[config.mk]
export PLATFORM = sky130hd
export DESIGN_NAME = array_list_insert_delete_top
export DESIGN_NICKNAME = d
export VERILOG_FILES = /design/src/rtl/core/alid_pkg.sv /design/src/rtl/core/alid_cell.sv /design/src/rtl/core/array_list_insert_delete_top.sv
export SDC_FILE = /design/constraint.sdc
export NUM_CORES = 2
export LEC_CHECK = 0
export ABC_AREA = 0
export ABC_CLOCK_PERIOD_IN_PS = 8450
export BUFFER_PORTS_ARGS = -buffer_cell sky130_fd_sc_hd__buf_2
export CORE_ASPECT_RATIO = 1.1
export CORE_UTILIZATION = 30
export DETAILED_ROUTE_END_ITERATION = 12
export PLACE_DENSITY = 0.52
export RECOVER_POWER = 100
export SYNTH_ARGS = -nofsm -noshare
export SYNTH_HDL_FRONTEND = slang
export SYNTH_SLANG_ARGS = --single-unit
[constraint.sdc]
create_clock -name clk_i -period 8.45 [get_ports clk_i]
set_input_delay 0.845 -clock clk_i [delete_from_list [all_inputs] [get_ports clk_i]]
set_output_delay 0.845 -clock clk_i [all_outputs]
set_load 0.02 [all_outputs]
[src/rtl/core/alid_pkg.sv]
// shared types and constants for the array list insert/delete block
`default_nettype none

package alid_pkg;

  // number of entry cells in the row
  localparam int unsigned CAPACITY = 16;
  localparam int unsigned IDX_W    = $clog2(CAPACITY);
  localparam int unsigned CNT_W    = 5;
  localparam int unsigned DATA_W   = 32;
  localparam int unsigned REQ_W    = 2;
  localparam int unsigned STAT_W   = 2;

  // stream payload widths, padded to whole bytes
  localparam int unsigned S_TDATA_W = 40;
  localparam int unsigned M_TDATA_W = 40;

  localparam logic [CNT_W-1:0] CAP_LIMIT_RESET = CNT_W'(10);
  localparam logic [CNT_W-1:0] CAPACITY_CNT    = CNT_W'(CAPACITY);

  typedef enum logic [REQ_W-1:0] {
    REQ_APPEND = 2'd0,
    REQ_INSERT = 2'd1,
    REQ_DELETE = 2'd2,
    REQ_NONE   = 2'd3
  } req_e;

  typedef enum logic [STAT_W-1:0] {
    ST_DONE   = 2'd0,
    ST_BADIDX = 2'd1,
    ST_FULL   = 2'd2
  } status_e;

  // command broadcast to every cell
  typedef struct packed {
    logic                     ins;
    logic                     del;
    logic [CNT_W-1:0]         pos;
    logic signed [DATA_W-1:0] value;
  } alid_ctrl_t;

endpackage

`default_nettype wire

[src/rtl/core/alid_cell.sv]
// one entry cell of the list: holds a value and shifts with its neighbors
`default_nettype none

module alid_cell (
  input  wire                                    clk_i,
  input  wire [alid_pkg::IDX_W-1:0]              idx_i,
  input  wire alid_pkg::alid_ctrl_t              ctrl_i,
  input  wire signed [alid_pkg::DATA_W-1:0]      left_i,
  input  wire signed [alid_pkg::DATA_W-1:0]      right_i,
  output logic signed [alid_pkg::DATA_W-1:0]     entry_o,
  output logic signed [alid_pkg::DATA_W-1:0]     sel_o
);
  import alid_pkg::*;

  logic signed [DATA_W-1:0] entry_q, entry_d;
  logic [CNT_W-1:0]         idx_ext;
  logic                     at_pos, above_pos;

  // compare own index with the requested position
  assign idx_ext   = CNT_W'(idx_i);
  assign at_pos    = (idx_ext == ctrl_i.pos);
  assign above_pos = (idx_ext > ctrl_i.pos);

  // insert shifts up from the left neighbor, delete pulls from the right
  always_comb begin
    entry_d = entry_q;
    if (ctrl_i.ins) begin
      if (at_pos) begin
        entry_d = ctrl_i.value;
      end else if (above_pos) begin
        entry_d = left_i;
      end
    end else if (ctrl_i.del) begin
      if (at_pos || above_pos) begin
        entry_d = right_i;
      end
    end
  end

  always_ff @(posedge clk_i) begin
    entry_q <= entry_d;
  end

  assign entry_o = entry_q;
  // current value when this cell is the addressed one, for the removed item
  assign sel_o   = at_pos ? entry_q : '0;

endmodule

`default_nettype wire

[src/rtl/core/array_list_insert_delete_top.sv]
// Packed ordered list of signed 32-bit values with append, insert and delete.
// Channels: the slave stream takes one request item (tuser: req_type; tdata:
// position, value), the master stream returns exactly one result item per
// request (tuser: status; tdata: removed_value, entry_count). A separate
// write channel (cfg_valid_i/cfg_ready_o/cfg_data_i), always ready, sets
// capacity_limit; write it only while no request is in flight (unenforced).
// Each entry lives in its own cell; all cells compare their index with the
// position and shift to or from a neighbor in the same cycle, so a request
// is fully applied in the cycle it is accepted.
// Result: registered when the request is taken, valid in the next cycle.
// Throughput: one item per cycle, set by the single result register; a new
// request is taken whenever the result register is empty or being drained.
// Receiver stall: the result is held in the output register and the request
// side stops accepting until it is taken.
// Reset: the list is empty, capacity_limit is 10, no result is pending.
// Entries are not cleared; only positions below the count are ever read.
`default_nettype none

module array_list_insert_delete_top (
  input  wire                                  clk_i,
  input  wire                                  rst_ni,
  // configuration write
  input  wire                                  cfg_valid_i,
  output logic                                 cfg_ready_o,
  input  wire [alid_pkg::CNT_W-1:0]            cfg_data_i,      // capacity_limit
  // request stream
  input  wire                                  s_axis_tvalid_i,
  output logic                                 s_axis_tready_o,
  input  wire [alid_pkg::S_TDATA_W-1:0]        s_axis_tdata_i,  // position[4:0], value[36:5]
  input  wire [alid_pkg::REQ_W-1:0]            s_axis_tuser_i,  // req_type[1:0]
  // result stream
  output logic                                 m_axis_tvalid_o,
  input  wire                                  m_axis_tready_i,
  output logic [alid_pkg::M_TDATA_W-1:0]       m_axis_tdata_o,  // removed_value[31:0], entry_count[36:32]
  output logic [alid_pkg::STAT_W-1:0]          m_axis_tuser_o   // status[1:0]
);
  import alid_pkg::*;

  logic [CNT_W-1:0]         cap_q;
  logic [CNT_W-1:0]         count_q, count_d;
  logic                     out_valid_q;
  logic [STAT_W-1:0]        status_q, status_d;
  logic signed [DATA_W-1:0] removed_q, removed_d;
  logic [CNT_W-1:0]         count_out_q;

  logic                     accept;
  req_e                     req;
  logic [CNT_W-1:0]         pos;
  logic signed [DATA_W-1:0] val;
  logic [CNT_W-1:0]         limit;
  logic                     full;
  logic signed [DATA_W-1:0] removed_or;
  alid_ctrl_t               ctrl;

  logic signed [DATA_W-1:0] entry_w [CAPACITY];
  logic signed [DATA_W-1:0] sel_w   [CAPACITY];

  // unpack request fields
  assign req = req_e'(s_axis_tuser_i);
  assign pos = s_axis_tdata_i[CNT_W-1:0];
  assign val = s_axis_tdata_i[CNT_W +: DATA_W];

  assign cfg_ready_o     = 1'b1;
  assign s_axis_tready_o = !out_valid_q || m_axis_tready_i;
  assign accept          = s_axis_tvalid_i && s_axis_tready_o;

  // limit in force and full check
  assign limit = (cap_q < CAPACITY_CNT) ? cap_q : CAPACITY_CNT;
  assign full  = (count_q >= limit);

  // value at the addressed cell
  always_comb begin
    removed_or = '0;
    for (int i = 0; i < CAPACITY; i++) begin
      removed_or = removed_or | sel_w[i];
    end
  end

  // removed value only for a delete inside the list
  assign removed_d = ((req == REQ_DELETE) && (pos < count_q)) ? removed_or : '0;

  // decode request into cell command, status and new count
  always_comb begin
    ctrl       = '0;
    ctrl.value = val;
    ctrl.pos   = pos;
    status_d   = ST_DONE;
    count_d    = count_q;
    case (req)
      REQ_APPEND: begin
        if (full) begin
          status_d = ST_FULL;
        end else begin
          ctrl.ins = accept;
          ctrl.pos = count_q;
          count_d  = count_q + CNT_W'(1);
        end
      end
      REQ_INSERT: begin
        if (pos > count_q) begin
          status_d = ST_BADIDX;
        end else if (full) begin
          status_d = ST_FULL;
        end else begin
          ctrl.ins = accept;
          count_d  = count_q + CNT_W'(1);
        end
      end
      REQ_DELETE: begin
        if (pos >= count_q) begin
          status_d = ST_BADIDX;
        end else begin
          ctrl.del  = accept;
          count_d   = count_q - CNT_W'(1);
        end
      end
      default: begin
        status_d = ST_DONE;
      end
    endcase
  end

  // row of entry cells
  for (genvar g = 0; g < CAPACITY; g++) begin : g_cell
    logic signed [DATA_W-1:0] left_w, right_w;
    if (g == 0) begin : g_first
      assign left_w = '0;
    end else begin : g_mid_l
      assign left_w = entry_w[g-1];
    end
    if (g == CAPACITY - 1) begin : g_last
      assign right_w = entry_w[g];
    end else begin : g_mid_r
      assign right_w = entry_w[g+1];
    end
    alid_cell u_cell (
      .clk_i   (clk_i),
      .idx_i   (IDX_W'(g)),
      .ctrl_i  (ctrl),
      .left_i  (left_w),
      .right_i (right_w),
      .entry_o (entry_w[g]),
      .sel_o   (sel_w[g])
    );
  end

  // control state: count, limit register, result valid
  always_ff @(posedge clk_i or negedge rst_ni) begin
    if (!rst_ni) begin
      cap_q       <= CAP_LIMIT_RESET;
      count_q     <= '0;
      out_valid_q <= 1'b0;
    end else begin
      if (cfg_valid_i && cfg_ready_o) begin
        cap_q <= cfg_data_i;
      end
      if (accept) begin
        count_q     <= count_d;
        out_valid_q <= 1'b1;
      end else if (m_axis_tready_i) begin
        out_valid_q <= 1'b0;
      end
    end
  end

  // result payload register
  always_ff @(posedge clk_i) begin
    if (accept) begin
      status_q    <= status_d;
      removed_q   <= removed_d;
      count_out_q <= count_d;
    end
  end

  assign m_axis_tvalid_o = out_valid_q;
  assign m_axis_tuser_o  = status_q;
  assign m_axis_tdata_o  = {(M_TDATA_W - DATA_W - CNT_W)'(0), count_out_q, removed_q};

endmodule

`default_nettype wire

==> key figures <==
Run status
  – Outcome: finished, violations left
  – Failing checks: capacitance limit, slew limit

Cells and area
  – Layout cells sized above 1: 0.0729
  – Final core utilization: 0.336
  – Commonest non-fill, non-tap cells in the layout: nand2_1 (890), edfxtp_1 (551), nor2_1 (241)
  – Leading cell type in the layout, fill and taps excluded: nand2_1
  – Fillers: 10600
  – Net count, final: 3148
  – Area delta synth->final: 10.5%

Timing
  – Fin crit share: 0.800
  – Pins over their slew limit: approximately 770
  – RSZ-0062 raised after global routing: false
  – Final setup TNS: 0 ns
  – Max-slew headroom: -1.22
  – Hold Vio Cnt, Final: 0
  – Final min period: 6.76 ns
  – Setup violations, final: 0
  – Final Hold Slack: 0.252 ns
  – Worst clock skew: 0.0251 ns
  – Worst slew pin tran: 3.34 ns
  – Highest Clock Rate: 148 MHz

Critical path
  – Crit path from: count_q[0]$_DFFE_PN0P_
  – Max incr delay on CP: 1.21 ns
  – Crit Path Category: flop to flop
  – Worst-path cell chain: inv_1, ha_1, nor2b_1, o21ai_0, a21o_1, mux2i_4, clkbuf_1, buf_4, nand2_1, a31oi_4, clkbuf_2
  – CP max stage cell: clkbuf_1
  – Crit. End Element: flop
  – R2r setup slk: approximately 1.7 ns
  – Reg2reg path depth: 11
  – Buffers & Inverters on Critical Path: 4
  – Critical path startpoint category: flop
  – CP Max Fanout: 46
  – WP depth: 11
  – Arr. time, crit path: 6.95 ns
  – Start of the worst register-to-register path: count_q[0]$_DFFE_PN0P_
  – WP data required: 8.64 ns
  – FF-to-FF End: g_cell[4].u_cell.entry_o[17]$_DFFE_PP_
  – Worst setup endpoint: g_cell[4].u_cell.entry_o[17]$_DFFE_PP_
  – Delay-heaviest family, CP: buffers and inverters

Power
  – PwrDens: between 200 and 250 mW/mm²
  – Internal Power: 5.57 mW
  – Switching Share: 0.306
  – Clock power share: 0.372
  – Comb pwr share: 0.196
  – Peak supply drop: 0.131 mV
  – Net Switching: 2.45 mW
  – Sequential Power Share: 0.432
  – Leakage: around 13 nW

CTS
  – CTS tree: yes
  – Num CTS Buffers: 67
  – Post-CTS Hold Fix Bufs: 0
  – Largest buffer count on any clock path: 3
  – CTS clock-pin slew for the worst setup and hold paths: 0.05 ns
  – Worst skew pair latency: 0.61 ns
  – Setup bufs post-CTS: 0
  – Clk root buf: clkbuf_16
  – CTS resizes: 0
  – H-Tree Level Count: 3
  – Clock sinks: 562

GRT
  – Antenna violations before repair: 7
  – First-pass GRT wire length: 167000 µm
  – All-Layer GR Usage: 0.213
  – Gr ovfl total: 0
  – Largest net degree at the start of global routing: 216
  – Number of global-route vias before repair: 24300

Floorplan
  – Die X: around 310 µm
  – Core Area: between 0.1 and 0.15 mm²
  – Num ports: 97
  – Starting density of the core: 0.304
  – Core Rows: 123
  – Die Ht: 341 µm
  – Die footprint: 0.106 mm²

Synthesis
  – Cell Area, Synth: approximately 0.031 mm²
  – Post-synth EDFFs: approximately 550
  – Yosys warns: 0
  – Top cell type's share of synthesized area: 0.529
  – Top_reg_cell synth: edfxtp_1
  – Most area-hungry cell type in the Yosys netlist: edfxtp_1
  – Mapped Cells: 3167
  – Seq/Total Area, Yosys: 0.538
  – Post-Syn Area per Cell: 9.88 µm²
  – Synth unique cells: 57
  – Flops & latches, synth: about 560
  – Post-synth ARST share: 0.0196
  – Area contributors post-synth: edfxtp_1 (53%), nand2_1 (11%), mux2i_1 (7.3%)

Route
  – DRT Pass-1 Iters: 6
  – DRT iter0 DRCs: around 3300
  – DRT antenna net count: 0
  – Drt total wl: 114000 µm
  – DRC violations left: 0
  – Vias: about 26000
  – Vias per cell: 5.66
  – Post-DR wirelength/cell: between 20 and 30 µm

Placed design
  – Placer Congestion: 0.792
  – IO Port Bufs: ~90
  – Final HPWL DP: 61600 µm

Flow run
  – Max-cap violations: 26

Min path
  – Hold Crit Class: input pin to asynchronous set/reset pin
worst reg2reg max path, stage by stage (launching register included):
cell	delay (ns)
dfrtp_1	0.55
inv_1	0.25
ha_1	0.26
nor2b_1	0.12
o21ai_0	0.51
a21o_1	0.68
mux2i_4	0.33
clkbuf_1	1.21
buf_4	0.81
nand2_1	0.26
a31oi_4	0.18
clkbuf_2	1.14
cell families after synthesis:
family / after synthesis / share of synthesized area
AND/OR/NAND/NOR: 1253 / 0.158
XOR/XNOR: 6 / 0.00168
AO/OA/AOI/OAI: 787 / 0.175
other: 2 / 0.000240
adder cells (fa/ha/maj): 12 / 0.00480
flip-flops: 562 / 0.538
multiplexers: 234 / 0.0757
buffers and inverters: 311 / 0.0476
worst min-delay path by stage:
stage / slack, ns / startpoint / to
after detailed placement: 0.50 / cap_q[0]$_DFFE_PN0P_ / cap_q[0]$_DFFE_PN0P_
after global routing: 0.29 / rst_ni / count_q[0]$_DFFE_PN0P_
after CTS: 0.09 / rst_ni / count_q[0]$_DFFE_PN0P_
final: 0.25 / rst_ni / count_q[0]$_DFFE_PN0P_
after floorplan: 0.47 / cap_q[0]$_DFFE_PN0P_ / cap_q[0]$_DFFE_PN0P_
after global placement: 0.49 / cap_q[0]$_DFFE_PN0P_ / cap_q[0]$_DFFE_PN0P_
per-layer routing:
layer / GRT usage / routed length, µm / part of all wire / vias to the layer above
li1: - / - / - / 11500
met1: 0.295 / 49200 / 0.43 / 12700
met2: 0.339 / 53000 / 0.46 / 1176
met3: 0.0324 / 9180 / 0.080 / 177
met4: 0.0653 / 2990 / 0.026 / 4
met5: 0 / 23 / 0.00020 / -
metrics by stage:
step           setup slack [ns]  cell area (µm²)  total power [mW]  cells
2_1_floorplan              2.03            31300              4.56   3169
3_3_place_gp               2.96            32700              5.08   4390
3_5_place_dp               2.93            32700              5.10   4390
4_1_cts                    2.90            34900              8.09   4504
5_1_grt                    1.43            34600              8.31   4506
6_report                   1.69            34600              8.02   4507
cells in the mapped netlist (all sizes together), types with 35 or more instances:
master,instances
nor2,243
buf,142
o21ai,233
a31oi,230
a22o,95
nand2,897
edfxtp,551
clkbuf,156
a22oi,96
nand3,36
and3,35
mux2i,229
final cells by class:
| cell class | instances | area, µm² | share of cell area |
|---|---|---|---|
| Inverter | 13 | 48.8 | 0.00141 |
| Clock inverter | 34 | 384 | 0.0111 |
| Sequential cell | 562 | 16800 | 0.486 |
| Clock buffer | 80 | 1770 | 0.0511 |
| Antenna cell | 3 | 7.51 | 0.000217 |
| Tap cell | 1375 | 1720 | 0.0497 |
| Timing Repair Buffer | 144 | 739 | 0.0214 |
| Multi-Input combinational cell | 2296 | 13100 | 0.379 |
registers in the layout, summed over array words and instances, names as in the netlist:
register,count
cap_q,5
count_out_q,5
count_q,5
g_cell.u_cell.entry_o,512
m_axis_tuser_o,2
m_axis_tvalid_o,1
removed_q,32
power groups by stage:
stage	Sequential, mW	Clock, mW	Combinational [mW]
floorplan	3.48	0	1.08
global placement	3.52	0	1.56
detailed placement	3.52	0	1.58
CTS	3.46	3.04	1.59
global route	3.48	3.12	1.71
finish	3.47	2.98	1.57
Power figures use the tool's default switching activity.
